## config.mk

```make
export PLATFORM = sky130hd
export DESIGN_NAME = hsl_to_rgb_converter
export DESIGN_NICKNAME = d
export VERILOG_FILES = /design/src/hdl/hsl2rgb_pkg.sv /design/src/hdl/hsl_to_rgb_converter.sv
export SDC_FILE = /design/constraint.sdc
export NUM_CORES = 2
export LEC_CHECK = 0
export BUFFER_PORTS_ARGS = -buffer_cell sky130_fd_sc_hd__buf_2
export CORE_ASPECT_RATIO = 1.1
export CORE_MARGIN = 4
export CORE_UTILIZATION = 60
export CTS_CLUSTER_DIAMETER = 120
export DETAILED_ROUTE_END_ITERATION = 8
export HOLD_SLACK_MARGIN = 0.03
export PLACE_DENSITY = 0.76
export SLEW_MARGIN = 5
export SYNTH_ARGS = -nofsm -noshare
export SYNTH_HDL_FRONTEND = slang
export SYNTH_SLANG_ARGS = --single-unit
```

## constraint.sdc

```tcl
create_clock -name clock -period 13.25 [get_ports clock]
set_input_delay 1.325 -clock clock [delete_from_list [all_inputs] [get_ports clock]]
set_output_delay 1.325 -clock clock [all_outputs]
set_load 0.01 [all_outputs]
```

## src/hdl/hsl2rgb_pkg.sv

```systemverilog
// Constants and types for the HSL to RGB color converter.
// No dependencies; used by the converter and its checker.
package hsl2rgb_pkg;

   localparam int unsigned ONE_Q16         = 65536;
   localparam int unsigned HUE_FULL        = 36000;
   localparam int unsigned HUE_SECTOR      = 6000;
   localparam int unsigned HUE_BIAS        = 8424000;
   localparam int unsigned HUE_RECIP       = 1864;
   localparam int unsigned HUE_RECIP_SHIFT = 26;
   localparam int unsigned X_RECIP         = 89478;
   localparam int unsigned X_RECIP_SHIFT   = 29;

   typedef enum logic [2:0] {
      SECTOR_RED_YEL,
      SECTOR_YEL_GRN,
      SECTOR_GRN_CYN,
      SECTOR_CYN_BLU,
      SECTOR_BLU_MAG,
      SECTOR_MAG_RED
   } sector_type;

endpackage

```

## src/hdl/hsl_to_rgb_converter.sv

```systemverilog
// HSL to RGB color converter, seven register stages.
// Depends on hsl2rgb_pkg.
//
// Each request carries a hue in hundredths of a degree and a saturation and
// lightness in Q1.16; each response carries red, green and blue in Q1.16,
// clamped to 0..1. The block takes one request per clock unless it stalls
// the request side, and answers requests in order. Its multipliers are the
// reciprocal step of the hue wrap, the wrap and chroma products, the
// hue-weight product, and the reciprocal step of the division by sixty
// degrees and its correction product. Every stage holds its request while
// the one after it is full and stalled, so empty stages still fill and a
// stalled response does not hold up requests until the whole pipeline is full.
module hsl_to_rgb_converter (
   input  logic        clock,
   input  logic        reset,
   input  logic        req_valid,
   output logic        req_stall,
   input  logic [23:0] req_hue_centideg,
   input  logic [16:0] req_sat,
   input  logic [16:0] req_light,
   output logic        rsp_valid,
   input  logic        rsp_stall,
   output logic [16:0] rsp_red,
   output logic [16:0] rsp_green,
   output logic [16:0] rsp_blue
);
   import hsl2rgb_pkg::*;

   localparam int unsigned STAGES = 7;

   function automatic logic [16:0] chan_clamp(input logic [16:0] c,
                                              input logic signed [17:0] m);
      logic signed [18:0] sum;
      sum = $signed({2'b00, c}) + $signed({m[17], m});
      if (sum < 0) begin
         return '0;
      end else if (sum > $signed(19'(ONE_Q16))) begin
         return 17'(ONE_Q16);
      end else begin
         return sum[16:0];
      end
   endfunction

   logic [STAGES-1:0] vld_ff;
   logic [STAGES-1:0] vld_in;
   logic [STAGES-1:0] adv;

   always_comb begin
      adv[STAGES-1] = !vld_ff[STAGES-1] || !rsp_stall;
      for (int k = STAGES - 2; k >= 0; k--) begin
         adv[k] = !vld_ff[k] || adv[k+1];
      end
      vld_in = {vld_ff[STAGES-2:0], req_valid};
   end

   always_ff @(posedge clock) begin
      if (reset) begin
         vld_ff <= '0;
      end else begin
         for (int k = 0; k < STAGES; k++) begin
            if (adv[k]) begin
               vld_ff[k] <= vld_in[k];
            end
         end
      end
   end

   assign req_stall = !adv[0];
   assign rsp_valid = vld_ff[STAGES-1];

   // Stage 1: bias the hue positive, estimate the quotient by 36000, clamp S and L.
   logic [25:0] hue_sum;
   logic [35:0] hue_recip_prod;
   logic [24:0] s1_bias_ff;
   logic [8:0]  s1_quot_ff;
   logic [16:0] s1_sat_ff;
   logic [16:0] s1_light_ff;
   logic [24:0] s1_bias_in;
   logic [8:0]  s1_quot_in;
   logic [16:0] s1_sat_in;
   logic [16:0] s1_light_in;

   always_comb begin
      hue_sum        = {{2{req_hue_centideg[23]}}, req_hue_centideg} + 26'(HUE_BIAS);
      s1_bias_in     = hue_sum[24:0];
      hue_recip_prod = 36'(s1_bias_in) * 36'(HUE_RECIP);
      s1_quot_in     = 9'(hue_recip_prod >> HUE_RECIP_SHIFT);
      s1_sat_in      = (req_sat > 17'(ONE_Q16)) ? 17'(ONE_Q16) : req_sat;
      s1_light_in    = (req_light > 17'(ONE_Q16)) ? 17'(ONE_Q16) : req_light;
   end

   always_ff @(posedge clock) begin
      if (adv[0]) begin
         s1_bias_ff  <= s1_bias_in;
         s1_quot_ff  <= s1_quot_in;
         s1_sat_ff   <= s1_sat_in;
         s1_light_ff <= s1_light_in;
      end
   end

   // Stage 2: finish the hue wrap and form chroma.
   logic [24:0] hue_sub;
   logic [24:0] hue_rem;
   logic [17:0] light_dbl;
   logic [17:0] light_dist;
   logic [17:0] light_span;
   logic [33:0] chroma_prod;
   logic [15:0] s2_hue_ff;
   logic [16:0] s2_chroma_ff;
   logic [16:0] s2_light_ff;
   logic [15:0] s2_hue_in;
   logic [16:0] s2_chroma_in;

   always_comb begin
      hue_sub   = 25'(s1_quot_ff) * 25'(HUE_FULL);
      hue_rem   = s1_bias_ff - hue_sub;
      s2_hue_in = (hue_rem >= 25'(HUE_FULL)) ? 16'(hue_rem - 25'(HUE_FULL))
                                             : 16'(hue_rem);
      light_dbl  = {s1_light_ff, 1'b0};
      light_dist = (light_dbl >= 18'(ONE_Q16)) ? light_dbl - 18'(ONE_Q16)
                                               : 18'(ONE_Q16) - light_dbl;
      light_span   = 18'(ONE_Q16) - light_dist;
      chroma_prod  = 34'(light_span) * 34'(s1_sat_ff);
      s2_chroma_in = chroma_prod[32:16];
   end

   always_ff @(posedge clock) begin
      if (adv[1]) begin
         s2_hue_ff    <= s2_hue_in;
         s2_chroma_ff <= s2_chroma_in;
         s2_light_ff  <= s1_light_ff;
      end
   end

   // Stage 3: sector and the hue weight of the second component.
   logic [13:0] hue_pair;
   logic [12:0] hue_dist;
   logic [12:0] s3_weight_ff;
   sector_type  s3_sector_ff;
   logic [16:0] s3_chroma_ff;
   logic [16:0] s3_light_ff;
   logic [12:0] s3_weight_in;
   sector_type  s3_sector_in;

   always_comb begin
      if (s2_hue_ff < 16'(HUE_SECTOR)) begin
         s3_sector_in = SECTOR_RED_YEL;
         hue_pair     = 14'(s2_hue_ff);
      end else if (s2_hue_ff < 16'(2 * HUE_SECTOR)) begin
         s3_sector_in = SECTOR_YEL_GRN;
         hue_pair     = 14'(s2_hue_ff);
      end else if (s2_hue_ff < 16'(3 * HUE_SECTOR)) begin
         s3_sector_in = SECTOR_GRN_CYN;
         hue_pair     = 14'(s2_hue_ff - 16'(2 * HUE_SECTOR));
      end else if (s2_hue_ff < 16'(4 * HUE_SECTOR)) begin
         s3_sector_in = SECTOR_CYN_BLU;
         hue_pair     = 14'(s2_hue_ff - 16'(2 * HUE_SECTOR));
      end else if (s2_hue_ff < 16'(5 * HUE_SECTOR)) begin
         s3_sector_in = SECTOR_BLU_MAG;
         hue_pair     = 14'(s2_hue_ff - 16'(4 * HUE_SECTOR));
      end else begin
         s3_sector_in = SECTOR_MAG_RED;
         hue_pair     = 14'(s2_hue_ff - 16'(4 * HUE_SECTOR));
      end
      hue_dist     = (hue_pair >= 14'(HUE_SECTOR)) ? 13'(hue_pair - 14'(HUE_SECTOR))
                                                   : 13'(14'(HUE_SECTOR) - hue_pair);
      s3_weight_in = 13'(HUE_SECTOR) - hue_dist;
   end

   always_ff @(posedge clock) begin
      if (adv[2]) begin
         s3_weight_ff <= s3_weight_in;
         s3_sector_ff <= s3_sector_in;
         s3_chroma_ff <= s2_chroma_ff;
         s3_light_ff  <= s2_light_ff;
      end
   end

   // Stage 4: weight chroma by hue and form the offset m.
   logic [29:0]        weight_prod;
   logic [28:0]        s4_prod_ff;
   sector_type         s4_sector_ff;
   logic [16:0]        s4_chroma_ff;
   logic signed [17:0] s4_mid_ff;
   logic [28:0]        s4_prod_in;
   logic signed [17:0] s4_mid_in;

   always_comb begin
      weight_prod = 30'(s3_chroma_ff) * 30'(s3_weight_ff);
      s4_prod_in  = weight_prod[28:0];
      s4_mid_in   = $signed({1'b0, s3_light_ff}) - $signed({2'b00, s3_chroma_ff[16:1]});
   end

   always_ff @(posedge clock) begin
      if (adv[3]) begin
         s4_prod_ff   <= s4_prod_in;
         s4_sector_ff <= s3_sector_ff;
         s4_chroma_ff <= s3_chroma_ff;
         s4_mid_ff    <= s4_mid_in;
      end
   end

   // Stage 5: quotient estimate of the division by sixty degrees.
   logic [45:0]        x_recip_prod;
   logic [28:0]        s5_prod_ff;
   logic [16:0]        s5_est_ff;
   sector_type         s5_sector_ff;
   logic [16:0]        s5_chroma_ff;
   logic signed [17:0] s5_mid_ff;
   logic [16:0]        s5_est_in;

   always_comb begin
      x_recip_prod = 46'(s4_prod_ff) * 46'(X_RECIP);
      s5_est_in    = 17'(x_recip_prod >> X_RECIP_SHIFT);
   end

   always_ff @(posedge clock) begin
      if (adv[4]) begin
         s5_prod_ff   <= s4_prod_ff;
         s5_est_ff    <= s5_est_in;
         s5_sector_ff <= s4_sector_ff;
         s5_chroma_ff <= s4_chroma_ff;
         s5_mid_ff    <= s4_mid_ff;
      end
   end

   // Stage 6: the estimate is at most one short, so one compare corrects it.
   logic [28:0]        x_rem;
   logic [16:0]        s6_x_ff;
   sector_type         s6_sector_ff;
   logic [16:0]        s6_chroma_ff;
   logic signed [17:0] s6_mid_ff;
   logic [16:0]        s6_x_in;

   always_comb begin
      x_rem   = s5_prod_ff - 29'(s5_est_ff) * 29'(HUE_SECTOR);
      s6_x_in = s5_est_ff + 17'(x_rem >= 29'(HUE_SECTOR));
   end

   always_ff @(posedge clock) begin
      if (adv[5]) begin
         s6_x_ff      <= s6_x_in;
         s6_sector_ff <= s5_sector_ff;
         s6_chroma_ff <= s5_chroma_ff;
         s6_mid_ff    <= s5_mid_ff;
      end
   end

   // Stage 7: place chroma and x by sector, add m and clamp.
   logic [16:0] red_base;
   logic [16:0] green_base;
   logic [16:0] blue_base;
   logic [16:0] rsp_red_ff;
   logic [16:0] rsp_green_ff;
   logic [16:0] rsp_blue_ff;

   always_comb begin
      red_base   = '0;
      green_base = '0;
      blue_base  = '0;
      case (s6_sector_ff)
         SECTOR_RED_YEL: begin
            red_base   = s6_chroma_ff;
            green_base = s6_x_ff;
         end
         SECTOR_YEL_GRN: begin
            red_base   = s6_x_ff;
            green_base = s6_chroma_ff;
         end
         SECTOR_GRN_CYN: begin
            green_base = s6_chroma_ff;
            blue_base  = s6_x_ff;
         end
         SECTOR_CYN_BLU: begin
            green_base = s6_x_ff;
            blue_base  = s6_chroma_ff;
         end
         SECTOR_BLU_MAG: begin
            red_base  = s6_x_ff;
            blue_base = s6_chroma_ff;
         end
         default: begin
            red_base  = s6_chroma_ff;
            blue_base = s6_x_ff;
         end
      endcase
   end

   always_ff @(posedge clock) begin
      if (adv[6]) begin
         rsp_red_ff   <= chan_clamp(red_base, s6_mid_ff);
         rsp_green_ff <= chan_clamp(green_base, s6_mid_ff);
         rsp_blue_ff  <= chan_clamp(blue_base, s6_mid_ff);
      end
   end

   assign rsp_red   = rsp_red_ff;
   assign rsp_green = rsp_green_ff;
   assign rsp_blue  = rsp_blue_ff;

endmodule

```

* Yosys cells after proc, flatten, opt, wreduce, memory -nomap -nowiden
Index checks and enable logic that the tools add are counted.
** Operators by class
- Add/subtract/negate cells :: 17
- Multipliers :: 6
- Divide/modulo/power cells :: 0
- $lt $le $gt $ge :: 17
- Eq/ne operators :: 4
- Shift operators :: 0
- Multiplexer cells :: 17
- Bitwise logic cells :: 0
- Reduce and logical (&&, ||, !) cells :: 28
** Operators by type and width (number)
- $pmux W17 S2 :: 3
- $add A18 B18 Y19 :: 3
- $gt A19 B18 Y1 const B :: 3
- $lt A19 B1 Y1 const B :: 3
- $mux W14 :: 4
- $mux W17 :: 3
- $lt A16 B15 Y1 const B :: 3
- $mul A29 B16 Y45 const B :: 1
- $sub A17 B18 Y18 const A :: 2
- $gt A17 B17 Y1 const B :: 2
- $mul A18 B17 Y33 :: 1
- $mul A25 B8 Y32 const B :: 1
- $ge A29 B13 Y1 const B :: 1
- $mul A17 B13 Y29 :: 1
- $sub A29 B29 Y29 :: 1
- $sub A13 B13 Y13 const A :: 2
- $add A24 B25 Y25 const B :: 1
- $ge A25 B16 Y1 const B :: 1
- $mul A17 B9 Y25 const B :: 1
- $sub A25 B25 Y25 :: 1
- $mul A9 B11 Y20 const B :: 1
- $reduce_or A2 Y1 :: 10
- $ge A18 B17 Y1 const B :: 1
- $mux W18 :: 1
- other kinds (21) :: 38
** Storage, ports and cells
- Flip-flop bits (word level) :: 432
- Latch bits :: 0
- Memory bits (writable) :: 0
- Bits in read-only memories :: 0
- Logic and storage cells :: 128
- Memories kept :: 0

* Longest topological paths before layout
- Depth in word-level cells :: 9
- Gate-level depth with buffers :: 38
- Depth with buffers taken out :: 36

* Worst setup path before layout
No wires, ideal clock.
- Kind :: flip-flop to flip-flop
- From :: reg s1_light_ff[0]
- To :: reg s2_chroma_ff[14], data pin
- Setup time :: 0.261 ns
- Data arrival time :: 9.138 ns
- Required time :: 12.989 ns
- Slack :: 3.851 ns
- Stages on the path, launching flop included :: 39
- Path buffers :: 3
- Period minus slack after synthesis :: 9.399 ns
- Path through :: edfxtp_1 -> clkbuf_1 -> clkbuf_1 -> inv_1 -> ha_1 -> nor3b_1 -> nand3_2 -> o21a_1 -> nor2_1 -> a21oi_1 -> ha_1 -> o211a_1 -> and4_4 -> and3_1 -> xnor2_1 -> clkbuf_1 -> nand2_1 -> fa_1 -> (+3 left out) -> fa_1 -> inv_1 -> fa_1 -> inv_1 -> fa_1 -> inv_1 -> fa_1 -> ha_1 -> and3_1 -> nand3_1 -> o21bai_1 -> a31oi_1 -> o41a_1 -> a41oi_1 -> a211oi_1 -> a21o_1 -> a31o_2 -> o311a_1
** Between the ends
- Cells in the longest elaborated chain, start to end :: 4
- Elaborated cells on any way between the ends :: 6
- Those cells by class :: 3 x add/sub; 1 x mul; 1 x order compare; 1 x mux
** Ends and longest elaborated chain
- from (decl) :: RTL line hsl_to_rgb_converter.sv:77 : logic [16:0] s1_light_ff;
- from (signal assigned) :: RTL line hsl_to_rgb_converter.sv:97 : s1_light_ff <= s1_light_in;
- $sub A17 B18 Y18 (tied with other cells) :: RTL line hsl_to_rgb_converter.sv:121 : : 18'(ONE_Q16) - light_dbl;
- $mux W18 * :: RTL line hsl_to_rgb_converter.sv:120 : light_dist = (light_dbl >= 18'(ONE_Q16)) ? light_dbl - 18'(ONE_Q16)
- $sub A17 B18 Y18 * :: RTL line hsl_to_rgb_converter.sv:122 : light_span = 18'(ONE_Q16) - light_dist;
- $mul A18 B17 Y33 * :: RTL line hsl_to_rgb_converter.sv:123 : chroma_prod = 34'(light_span) * 34'(s1_sat_ff);
- net chroma_prod[30] :: RTL line hsl_to_rgb_converter.sv:107 : logic [33:0] chroma_prod;
- to (signal assigned) :: RTL line hsl_to_rgb_converter.sv:130 : s2_chroma_ff <= s2_chroma_in;
- to (decl) :: RTL line hsl_to_rgb_converter.sv:109 : logic [16:0] s2_chroma_ff;
The timed path passes the listed nets; every way through them passes the cells marked *.
A chain may end at the register's enable or synchronous reset.

* Worst setup path in the final report
Same ends and word-level chain as after synthesis.

==> flow_metrics.py <==
metrics = {
    "synth": {
        "ys_ff_latch": 428,
        "syn_area_per_cell_um2": 10.3,
        "synth_edf_count": 421,
        "synth_area_leader_cell": "fa_1",
        "yosys_warnings": 0,
        "synth.most_common_cell": "inv_1",
        "postSynthNetCount": 6595,
        "synthCells": 5144,
        "synth_top_area_share_pct": 26.9,
        "async_reset_ff_share_pct": 0,
        "yosys-top-cells-count": "inv_1, fa_1, ha_1",
        "ys_seq_area_share_pct": 24.1,
        "synthesis.area_um2": 53000,
        "synth_ff_type": "edfxtp_1",
        "yosys-top-cells-area": "fa_1, edfxtp_1, ha_1",
        "ys_types": 102,
    },
    "die": {
        "die_x_um": 291,
        "fp.coreArea_um2": 87700,
        "dieArea_um2": 93200,
        "rows": 114,
        "io_pins": 115,
        "start_util_pct": 60.5,
        "fp.dieH_um": 320,
    },
    "detailed_routing": {
        "firstDrtPassIters": 6,
        "drc": 0,
        "avgRoutedWirePerCell_um": 17.7,
        "routed_via_density": 5.62,
        "drt_iter0_markers": 2029,
        "vias": 36054,
        "routed_wl_um": 114000,
        "postRouteAntennaNets": 0,
    },
    "clocking": {
        "cts_buffers": 49,
        "postCtsHoldBufs": 0,
        "htree_levels": 2,
        "cts-resized-gates": 0,
        "clockRootBuffer": "clkbuf_16",
        "clkTransAtPathRegs_ns": 0.06,
        "cts_max_path_buffers": 3,
        "clock-sinks": 428,
        "post_cts_buffers": 0,
        "clk_latency_ns": 0.63,
        "cts_tree": "yes",
    },
    "sta": {
        "hold_viol": 0,
        "whs_ns": 0.404,
        "period_needed_ns": 10.23,
        "rsz0062_at_grt": "false",
        "relSlewSlack_pct": 19.0,
        "fin_ws_ns": 3.02,
        "slew_violations": 0,
        "skew_ns": 0.0453,
        "max_freq_mhz": 97.7,
        "worst_pin_slew_ns": 1.21,
        "tns_ns": 0,
        "finalSetupViolations": 0,
        "period_share_pct": 77.2,
    },
    "place": {
        "place_ws_ns": 3.13,
        "io_buffers": 114,
        "routabilityCongestion": 0.897,
        "dp_hpwl_um": 90900,
    },
    "worst_hold_path": {
        "hold_path.class": "flip-flop to flip-flop",
        "worstHoldEndpoint": "s5_sector_ff[2]",
        "min_from": "s4_sector_ff[2]",
        "hold-path-cell-count": 0,
    },
    "worst_setup_path": {
        "cpMaxStageDelayCell": "xnor2_2",
        "r2r_setup_slack_ns": 3.02,
        "worstRegToRegCells": 35,
        "end_kind": "flip-flop",
        "cp.arrival_ns": 10.58,
        "required_ns": 13.60,
        "path_class": "flip-flop to flip-flop",
        "crit_fanout": 21,
        "critPathLaunchType": "flip-flop",
        "r2r-end": "s2_chroma_ff[14]",
        "reg2reg_from": "s1_light_ff[0]",
        "max_stage_delay_ns": 0.76,
    },
    "global_route": {
        "grt_first_pass_wirelength_um": 190000,
        "grt_overflow": 0,
        "track_usage_pct": 25.0,
        "antenna_found_initial": 0,
        "grt_max_degree": 81,
        "grt_pass1_vias": 38301,
    },
    "run_status": {
        "status": "completed",
    },
    "final_layout": {
        "drive_above_1_share_pct": 5.79,
        "post-route-util_pct": 64.3,
        "nets": 6663,
        "syn2layout_area_growth_pct": 6.44,
        "n_antenna_cell": 0,
        "fillers": 6887,
    },
    "flow_run": {
        "drv_cap": 0,
    },
}
cells in the final DEF, fill, tap and decap left out, drive strengths merged, types with 17 or more instances in the layout:
master  count
a211oi     30
a21o       54
a21oi     156
a22o       52
a31oi      32
and2      174
and3       37
buf       135
clkbuf     52
clkinv     19
edfxtp    421
fa        712
ha        677
inv      1041
nand2     479
nand2b     24
nand3      58
nand4      22
nor2      208
nor2b      69
nor3       82
nor4       17
o211ai     24
o21a       36
o21ai     119
o21bai     24
or3        23
xnor2     175
xor2       94
how the worst max path moves through the flow:
stage	startpoint	to	slack [ns]	cells after the start
6_report	s1_light_ff[0]	s2_chroma_ff[14]	3.02	35
5_1_grt	s1_light_ff[0]	s2_chroma_ff[14]	2.34	35
4_1_cts	s1_light_ff[0]	s2_chroma_ff[14]	3.06	35
3_5_place_dp	s1_light_ff[0]	s2_chroma_ff[14]	3.13	35
3_3_place_gp	s1_light_ff[0]	s2_chroma_ff[14]	3.31	35
2_1_floorplan	s1_light_ff[0]	s2_chroma_ff[14]	3.85	38
metrics by stage:
stage	std cells	cell area, µm²
floorplan	5144	53000
global placement	6321	54700
detailed placement	6321	54700
CTS	6411	56400
global route	6411	56400
finish	6411	56400
metal layers:
layer | vias to the layer above | part of all wire, % | track usage [%] | wire length, µm
li1 | 16972 | - | - | -
met5 | - | 0 | 0 | 0
met1 | 17855 | 40 | 31.6 | 45600
met4 | 0 | 3.3 | 7.89 | 3770
met2 | 1007 | 51 | 45.2 | 58100
met3 | 220 | 5.3 | 2.58 | 5970
final cells by class:
| type | count | area, µm² | share of cell area [%] |
|---|---|---|---|
| clock inverter | 38 | 475 | 0.842 |
| sequential | 428 | 12800 | 22.6 |
| timing repair buffer | 135 | 728 | 1.29 |
| clock buffer | 52 | 1240 | 2.19 |
| multi-input combinational | 3566 | 35900 | 63.6 |
| inverter | 1032 | 3880 | 6.87 |
| tap | 1160 | 1450 | 2.57 |
cells by family after synthesis:
family	share of synthesized area, %
flip-flops	24.1
XOR/XNOR	4.53
buffers and inverters	8.27
adder cells (fa/ha/maj)	42.9
multiplexers	0.288
AND/OR/NAND/NOR	11.4
AO/OA/AOI/OAI	8.57
sequential cells by signal, indices dropped and copies added (netlist names), 18 cells and up:
| name | count |
|---|---|
| s1_bias_ff | 25 |
| s5_mid_ff | 18 |
| s6_mid_ff | 18 |
| s5_prod_ff | 25 |
| s4_mid_ff | 18 |
| s4_prod_ff | 29 |
worst max-delay path, delay by kind of cell (launching register included):
kind / cells / cell delay (ns)
buffers and inverters: 6 / 0.46
AOI/OAI and AO/OA: 11 / 2.54
DFF: 1 / 0.68
and+or+nand+nor: 8 / 1.69
adders and majority gates: 9 / 3.86
xor gates and xnor gates: 1 / 0.76
Power is left out: the tool's default activity adds up to more than one toggle a clock period on the data nets, which glitch-free logic cannot reach.
